==> src/rtl/core/ppr_pkg.sv <==
// ----------------------------------------------------------------------------
// ppr_pkg
// shared types and constants of the projective point and rectangle mapper
// ----------------------------------------------------------------------------
package ppr_pkg;

    localparam int COORD_W   = 32;
    localparam int QUO_W     = 32;
    localparam int CFG_W     = 64;
    localparam int CFG_IDX_W = 4;

    // stage counts of the sub-blocks
    localparam int PROJ_LAT = 2;
    localparam int DIV_LAT  = QUO_W + 2;
    localparam int BOX_LAT  = 2;

    typedef enum logic [CFG_IDX_W-1:0] {
        CFG_R11  = 4'd0,
        CFG_R12  = 4'd1,
        CFG_R13  = 4'd2,
        CFG_R21  = 4'd3,
        CFG_R22  = 4'd4,
        CFG_R23  = 4'd5,
        CFG_PERSP = 4'd6,
        CFG_R33  = 4'd7
    } t_cfg_reg;

    typedef enum logic {
        OP_POINT = 1'b0,
        OP_RECT  = 1'b1
    } t_opcode;

    typedef struct packed {
        t_opcode                    opcode;
        logic signed [COORD_W-1:0]  x_coord;
        logic signed [COORD_W-1:0]  y_coord;
        logic signed [COORD_W-1:0]  rect_width;
        logic signed [COORD_W-1:0]  rect_height;
    } t_in_item;

    typedef struct packed {
        logic signed [COORD_W-1:0]  out_x;
        logic signed [COORD_W-1:0]  out_y;
        logic signed [COORD_W-1:0]  out_width;
        logic signed [COORD_W-1:0]  out_height;
    } t_out_item;

    typedef struct packed {
        logic signed [COORD_W-1:0] r11;
        logic signed [COORD_W-1:0] r12;
        logic signed [COORD_W-1:0] r13;
        logic signed [COORD_W-1:0] r21;
        logic signed [COORD_W-1:0] r22;
        logic signed [COORD_W-1:0] r23;
        logic signed [COORD_W-1:0] r31;
        logic signed [COORD_W-1:0] r32;
        logic signed [COORD_W-1:0] r33;
    } t_matrix;

    typedef struct packed {
        t_opcode opcode;
        logic    empty;
    } t_box_ctl;

    localparam logic signed [COORD_W-1:0] S32_MAX = 32'sh7fff_ffff;
    localparam logic signed [COORD_W-1:0] S32_MIN = 32'sh8000_0000;

endpackage

==> src/rtl/core/ppr_box.sv <==
// ----------------------------------------------------------------------------
// ppr_box
// bounding box of four mapped corners, point and empty cases
// ----------------------------------------------------------------------------
module ppr_box (
    input  logic                                 i_clk,
    input  logic                                 i_en,
    input  ppr_pkg::t_box_ctl                    i_ctl,
    input  logic signed [ppr_pkg::COORD_W-1:0]   i_xs [4],
    input  logic signed [ppr_pkg::COORD_W-1:0]   i_ys [4],
    output ppr_pkg::t_out_item                   o_item
);

    localparam int CW = ppr_pkg::COORD_W;

    logic signed [CW-1:0] r_minx, r_maxx, r_miny, r_maxy, r_x0, r_y0;
    ppr_pkg::t_box_ctl    r_ctl;

    function automatic logic signed [CW-1:0] mn(input logic signed [CW-1:0] a,
                                                input logic signed [CW-1:0] b);
        return (a < b) ? a : b;
    endfunction

    function automatic logic signed [CW-1:0] mx(input logic signed [CW-1:0] a,
                                                input logic signed [CW-1:0] b);
        return (a > b) ? a : b;
    endfunction

    always_ff @(posedge i_clk) begin
        if (i_en) begin
            r_minx <= mn(mn(i_xs[0], i_xs[1]), mn(i_xs[2], i_xs[3]));
            r_maxx <= mx(mx(i_xs[0], i_xs[1]), mx(i_xs[2], i_xs[3]));
            r_miny <= mn(mn(i_ys[0], i_ys[1]), mn(i_ys[2], i_ys[3]));
            r_maxy <= mx(mx(i_ys[0], i_ys[1]), mx(i_ys[2], i_ys[3]));
            r_x0   <= i_xs[0];
            r_y0   <= i_ys[0];
            r_ctl  <= i_ctl;
        end
    end

    logic [CW:0] dx, dy;
    ppr_pkg::t_out_item n_item;

    always_comb begin
        dx = {r_maxx[CW-1], r_maxx} - {r_minx[CW-1], r_minx};
        dy = {r_maxy[CW-1], r_maxy} - {r_miny[CW-1], r_miny};
        n_item = '0;
        if (r_ctl.opcode == ppr_pkg::OP_POINT) begin
            n_item.out_x = r_x0;
            n_item.out_y = r_y0;
        end else if (!r_ctl.empty) begin
            n_item.out_x      = r_minx;
            n_item.out_y      = r_miny;
            n_item.out_width  = (dx[CW:CW-1] != 2'b00) ? ppr_pkg::S32_MAX : $signed(dx[CW-1:0]);
            n_item.out_height = (dy[CW:CW-1] != 2'b00) ? ppr_pkg::S32_MAX : $signed(dy[CW-1:0]);
        end
    end

    always_ff @(posedge i_clk) begin
        if (i_en) begin
            o_item <= n_item;
        end
    end

endmodule

==> config.mk <==
export PLATFORM = sky130hd
export DESIGN_NAME = ppr_box
export DESIGN_NICKNAME = d
export VERILOG_FILES = /design/src/rtl/core/ppr_pkg.sv /design/src/rtl/core/ppr_box.sv
export SDC_FILE = /design/constraint.sdc
export NUM_CORES = 1
export LEC_CHECK = 0
export ABC_AREA = 0
export BUFFER_PORTS_ARGS = -buffer_cell sky130_fd_sc_hd__clkbuf_2
export CAP_MARGIN = 20
export CORE_MARGIN = 3
export CORE_UTILIZATION = 59
export DETAILED_ROUTE_END_ITERATION = 12
export PLACE_DENSITY = 0.84
export SYNTH_ARGS = -nofsm -noshare
export SYNTH_HDL_FRONTEND = slang
export SYNTH_SLANG_ARGS = --single-unit
==> constraint.sdc <==
create_clock -name i_clk -period 8.5 [get_ports i_clk]
set_input_delay 1.7 -clock i_clk [delete_from_list [all_inputs] [get_ports i_clk]]
set_output_delay 1.7 -clock i_clk [all_outputs]
set_load 0.05 [all_outputs]
* Word level (Yosys, flattened, before mapping)
Cells that the tools add are included.
** Storage, ports and cells
- Bits in registers :: 322
- Latch bits :: 0
- Memory bits (writable) :: 0
- Memory bits (read-only) :: 0
- Bits of input ports :: 260
- Output and inout port bits :: 128
- Word-level logic and storage cells :: 50
- Memories :: 0
** Operators by class
- Add/subtract/negate cells :: 2
- $mul :: 0
- Divide/modulo/power cells :: 0
- Magnitude comparators :: 12
- Eq/ne operators :: 0
- Shift-type cells :: 0
- Muxes and demuxes :: 16
- Bitwise gates (word level) :: 1
- Reduce and logical (&&, ||, !) cells :: 5
** Operator list (number)
- two-way mux 32 bit :: 14
- > comparator 32 bit :: 6
- < comparator 32 bit :: 6
- two-way mux 128 bit :: 1
- subtractor 32 x 32 -> 33 bit :: 2
- two-way mux 64 bit :: 1
- OR reduction 3 bit :: 2
- nonzero test 2 bit :: 2
- OR reduction 2 bit :: 1
- NOT 1 bit :: 1

* Longest topological paths before layout
- Depth in word-level cells :: 5
- Gate-level depth with buffers :: 28
- Gate-level depth less buffers :: 23

* Worst setup path before layout
OpenSTA, ideal clock, no wires.
- Path type :: input to register
- Start :: in i_ys[71] in the netlist's numbering
- End :: reg r_maxy[10] (data pin)
- Library setup time :: 279 ps
- Arrival :: 6949 ps
- Data required time :: 8221 ps
- Slack :: 1272 ps
- Cell stages on the path :: 26
- Path buffers :: 4
- Path through :: inv_1 > ha_1 > a21oi_1 > o21ai_0 > a221o_1 > or3_1 > a21boi_1 > mux2i_1 > or2_1 > clkbuf_1 > buf_2 > mux2i_1 > inv_1 > ha_1 > a21o_1 > a21o_1 > a21o_1 > a211oi_1 > o21bai_1 > a21oi_1 > o21ai_0 > o21bai_1 > nor3b_1 > clkbuf_1 > clkbuf_1 > mux2i_1
** Between the ends
- Longest elaborated chain between the ends :: 4
** Ends and longest elaborated chain
- from (decl) :: line ppr_box.sv:10 : input logic signed [ppr_pkg::COORD_W-1:0] i_ys [4],
- > comparator 32 bit :: line ppr_box.sv:26 : return (a > b) ? a : b;
- two-way mux 32 bit * :: line ppr_box.sv:26
- > comparator 32 bit :: line ppr_box.sv:26
- two-way mux 32 bit * :: line ppr_box.sv:26
- to (signal assigned) :: line ppr_box.sv:34 : r_maxy <= mx(mx(i_ys[0], i_ys[1]), mx(i_ys[2], i_ys[3]));
- to (decl) :: line ppr_box.sv:16 : logic signed [CW-1:0] r_minx, r_maxx, r_miny, r_maxy, r_x0, r_y0;
Every way passes the cells marked *; elsewhere a longest branch is shown, timed or not.
A chain may end at the register's enable or synchronous reset.

* Worst setup path after layout
- Start :: in i_xs[95] in the netlist's numbering
- End :: reg r_minx[1] (data pin)
** Between the ends
- Longest elaborated chain between the ends :: 4
** Ends and longest elaborated chain
- from (decl) :: line ppr_box.sv:9 : input logic signed [ppr_pkg::COORD_W-1:0] i_xs [4],
- < comparator 32 bit :: line ppr_box.sv:21 : return (a < b) ? a : b;
- two-way mux 32 bit * :: line ppr_box.sv:21
- < comparator 32 bit :: line ppr_box.sv:21
- two-way mux 32 bit * :: line ppr_box.sv:21
- to (signal assigned) :: line ppr_box.sv:31 : r_minx <= mn(mn(i_xs[0], i_xs[1]), mn(i_xs[2], i_xs[3]));
- to (decl) :: line ppr_box.sv:16
Marks and branches as above.

==> results.tsv <==
stage	metric	value	unit
outcome	status	finished clean	
setup_path	CP top delay family	compound AO/OA/AOI/OAI gates	
clock_tree	Max Buffers Root-to-Sink	3	
power_and_ir_drop	P_leak	0.0143	uW
sta	endpoints failing hold	0	
clock_tree	CTS tree	done	
job	Max Cap Viol	0	
clock_tree	Clk Latency, worst-skew pair	0.56	ns
clock_tree	CTS-repair resized insts	0	
route	WL final	76.7	mm
sta	Max Freq	129	MHz
synth	EDFF count, synth	322	
clock_tree	Clock H-tree levels	2	
setup_path	critical path class	in2reg	
layout	most frequent cells in the layout	386 x clkbuf_2, 379 x inv_1, 322 x edfxtp_1	
floorplan	full die area	45100	um2
setup_path	CP peak stage delay	0.70	ns
global_routing	gr usage total	33.2	%
setup_path	crit path cell chain	clkbuf_2 > inv_1 > ha_1 > nand4_1 > nor4_1 > nand2_1 > o21ai_0 > o31ai_1 > nand2_2 > buf_4 > mux2i_1 > inv_1 > ha_1 > nand3_1 > o221ai_1 > a21oi_1 > o21ai_0 > nor3_1 > a2bb2oi_1 > a21boi_0 > a41oi_2 > mux2i_4 > buf_12 > mux2i_1	
floorplan	CORE AREA	41500	um2
setup_path	RR Endpoint	o_item[14]	
sta	setup TNS	0	ns
layout	nets	3450	
route	vias per inst	6.17	
global_routing	initial antenna violation count	9	
sta	worst slew pin tran	1.08	ns
sta	fin. max-slew vios	0	
power_and_ir_drop	PwrDens	244	nW/um2
floorplan	Site Rows	74	
power_and_ir_drop	maximum vdd drop	0.219	mV
route	drt initial violations	2088	
worst_hold_path	worst hold start	r_x0[29]	
clock_tree	postcts setup bufs	0	
setup_path	Worst setup startpoint	i_xs[95]	
setup_path	slowest CP cell	nor4_1	
synth	Top FF cell, synth	edfxtp_1	
worst_hold_path	HP Class	reg2reg	
sta	RSZ-0062 raised after global routing	no	
route	DRC viols	0	
route	WL/cell	22.3	um
setup_path	Worst EP arrival	8.07	ns
placement	dpl hpwl	60.0	mm
setup_path	Worst R2R Setup Slack	3.76	ns
synth	mapped cell area	25100	um2
global_routing	GRT overflow	0	
floorplan	Boundary Pins	388	
placement	Placer Congestion	1.01	
setup_path	Buf+Inv Stages, Crit Path	5	
synth	Ys Warns	0	
sta	Slew headroom	28.1	%
setup_path	crit path to	r_minx[1]	
route	via count	21200	
global_routing	largest net degree at the start of global routing	173	
floorplan	Initial Util	60.6	%
layout	commonest non-fill, non-tap cell in the layout	clkbuf_2	
layout	layout cells sized above 1	18.7	%
layout	Area growth, synth to finish	15.3	%
synth	fraction of registers with async set/reset	0	%
synth	Avg Cell Area, Syn	10.1	um2
global_routing	number of global-route vias before repair	20900	
sta	Clock Skews	0.0162	ns
setup_path	critical path launch point type	input port	
sta	Tcrit/Tclk final	91.0	%
route	Antenna Violating Nets Remaining	0	
setup_path	worst-path fanout max	30	
placement	port bufs	387	
floorplan	Die Height	212	um
setup_path	Crit path depth	24	
worst_hold_path	Worst Hold Depth	2	
setup_path	R2R depth	12	
layout	# fillers	3235	
route	First-pass DRT Iterations	5	
synth	Synth Instances	2494	
sta	Setup violations, final	0	
synth	register area share after synthesis	38.5	%
clock_tree	TritonCTS Buffers	38	
clock_tree	CTS Hold Buffers Added	0	
clock_tree	root buffer cell	clkbuf_16	
layout	Final Core Density	69.9	%
setup_path	data required time of the worst path	8.84	ns
sta	post-route minimum period	7.74	ns
synth	Cell variety after synth	76	
synth	Seq cells post-synth	322	
floorplan	die span in x	212	um
setup_path	CP endpoint kind	flop	
global_routing	first-pass GRT wire length	115	mm
clock_tree	clock slew at reported path FFs	0.06	ns
clock_tree	CTS Sinks	322	
setup_path	launching point of the worst reg2reg path	r_miny[0]	
[Yosys cell counts, types with 50 or more instances]
cell      number  area share (%)
o21ai_0      127             2.5
nand3b_1      62             1.9
clkbuf_1      57            0.85
nand4_1       50             1.2
mux2i_1      284              11
o21a_1        50             1.5
inv_1        379             5.7
edfxtp_1     322              38
nand3_1       66             1.3
nor2_1        85             1.3
ha_1         318              16
nand2_1       58            0.87
a21oi_1      217             4.3
a21o_1        77             2.3
[flip-flops by register name, indices dropped and copies added (netlist names)]
register,flops
r_x0,32
r_ctl,2
r_minx,32
r_maxy,32
r_miny,32
o_item,128
r_maxx,32
r_y0,32
[worst min-delay path: cells and delay by family, from the launching register on]
family | cells | cell delay, ns
AOI/OAI and AO/OA | 1 | 0.12
buffers and inverters | 1 | 0.03
DFF | 1 | 0.31
[worst min-delay path by stage]
| stage | endpoint | slack, ns |
|---|---|---|
| floorplan | o_item[64] | 0.53 |
| global placement | o_item[113] | 0.56 |
| detailed placement | o_item[108] | 0.56 |
| CTS | o_item[125] | 0.56 |
| global route | o_item[125] | 0.57 |
| finish | o_item[125] | 0.56 |
[cell type report]
class | instances | area, um2 | area share, %
antenna | 7 | 17.5 | 0.0604
clock buffer | 46 | 1040 | 3.60
inverter | 379 | 1420 | 4.91
timing repair buffer | 422 | 2250 | 7.78
clock inverter | 21 | 200 | 0.691
sequential | 322 | 9670 | 33.4
tap | 532 | 666 | 2.30
multi-input combinational | 1707 | 13700 | 47.3
[report_power, final]
part	leakage [uW]	switching [uW]	internal [uW]	total, uW
Combinational	0.0105	1980	1210	3190
Sequential	0.00321	127	2100	2230
Clock	0.000601	681	970	1650
Total	0.0143	2790	4280	7070
[routing by layer]
metal / wire length, um / track usage [%] / vias up
li1: - / - / 9892
met1: 31600 / 44.7 / 10100
met2: 35200 / 52.4 / 1037
met3: 6340 / 6.05 / 207
met4: 3670 / 15.4 / 4
met5: 27 / 0 / -
[kinds of logic after synthesis]
group,after synthesis,synth area share [%]
and+or+nand+nor,441,9.61
buffers and inverters,466,7.20
xor gates and xnor gates,48,1.67
adders and majority gates,320,16.0
muxes,320,13.0
other,1,0.0149
DFF,322,38.5
AOI/OAI and AO/OA,576,14.1
[stage by stage]
| step | worst slack [ns] | cell area (um2) | hold slack, ns | cells | total power (uW) |
|---|---|---|---|---|---|
| final | 0.761 | 29000 | 0.561 | 3436 | 7070 |
| after global routing | 0.585 | 29000 | 0.569 | 3435 | 7460 |
| after floorplan | 1.27 | 25100 | 0.529 | 2495 | 4490 |
| after global placement | 0.609 | 27700 | 0.558 | 3361 | 5260 |
| after detailed placement | 0.485 | 27700 | 0.564 | 3361 | 5360 |
| after CTS | 1.05 | 29000 | 0.563 | 3428 | 7030 |
Note: power is estimated with default switching activity, not from simulation.
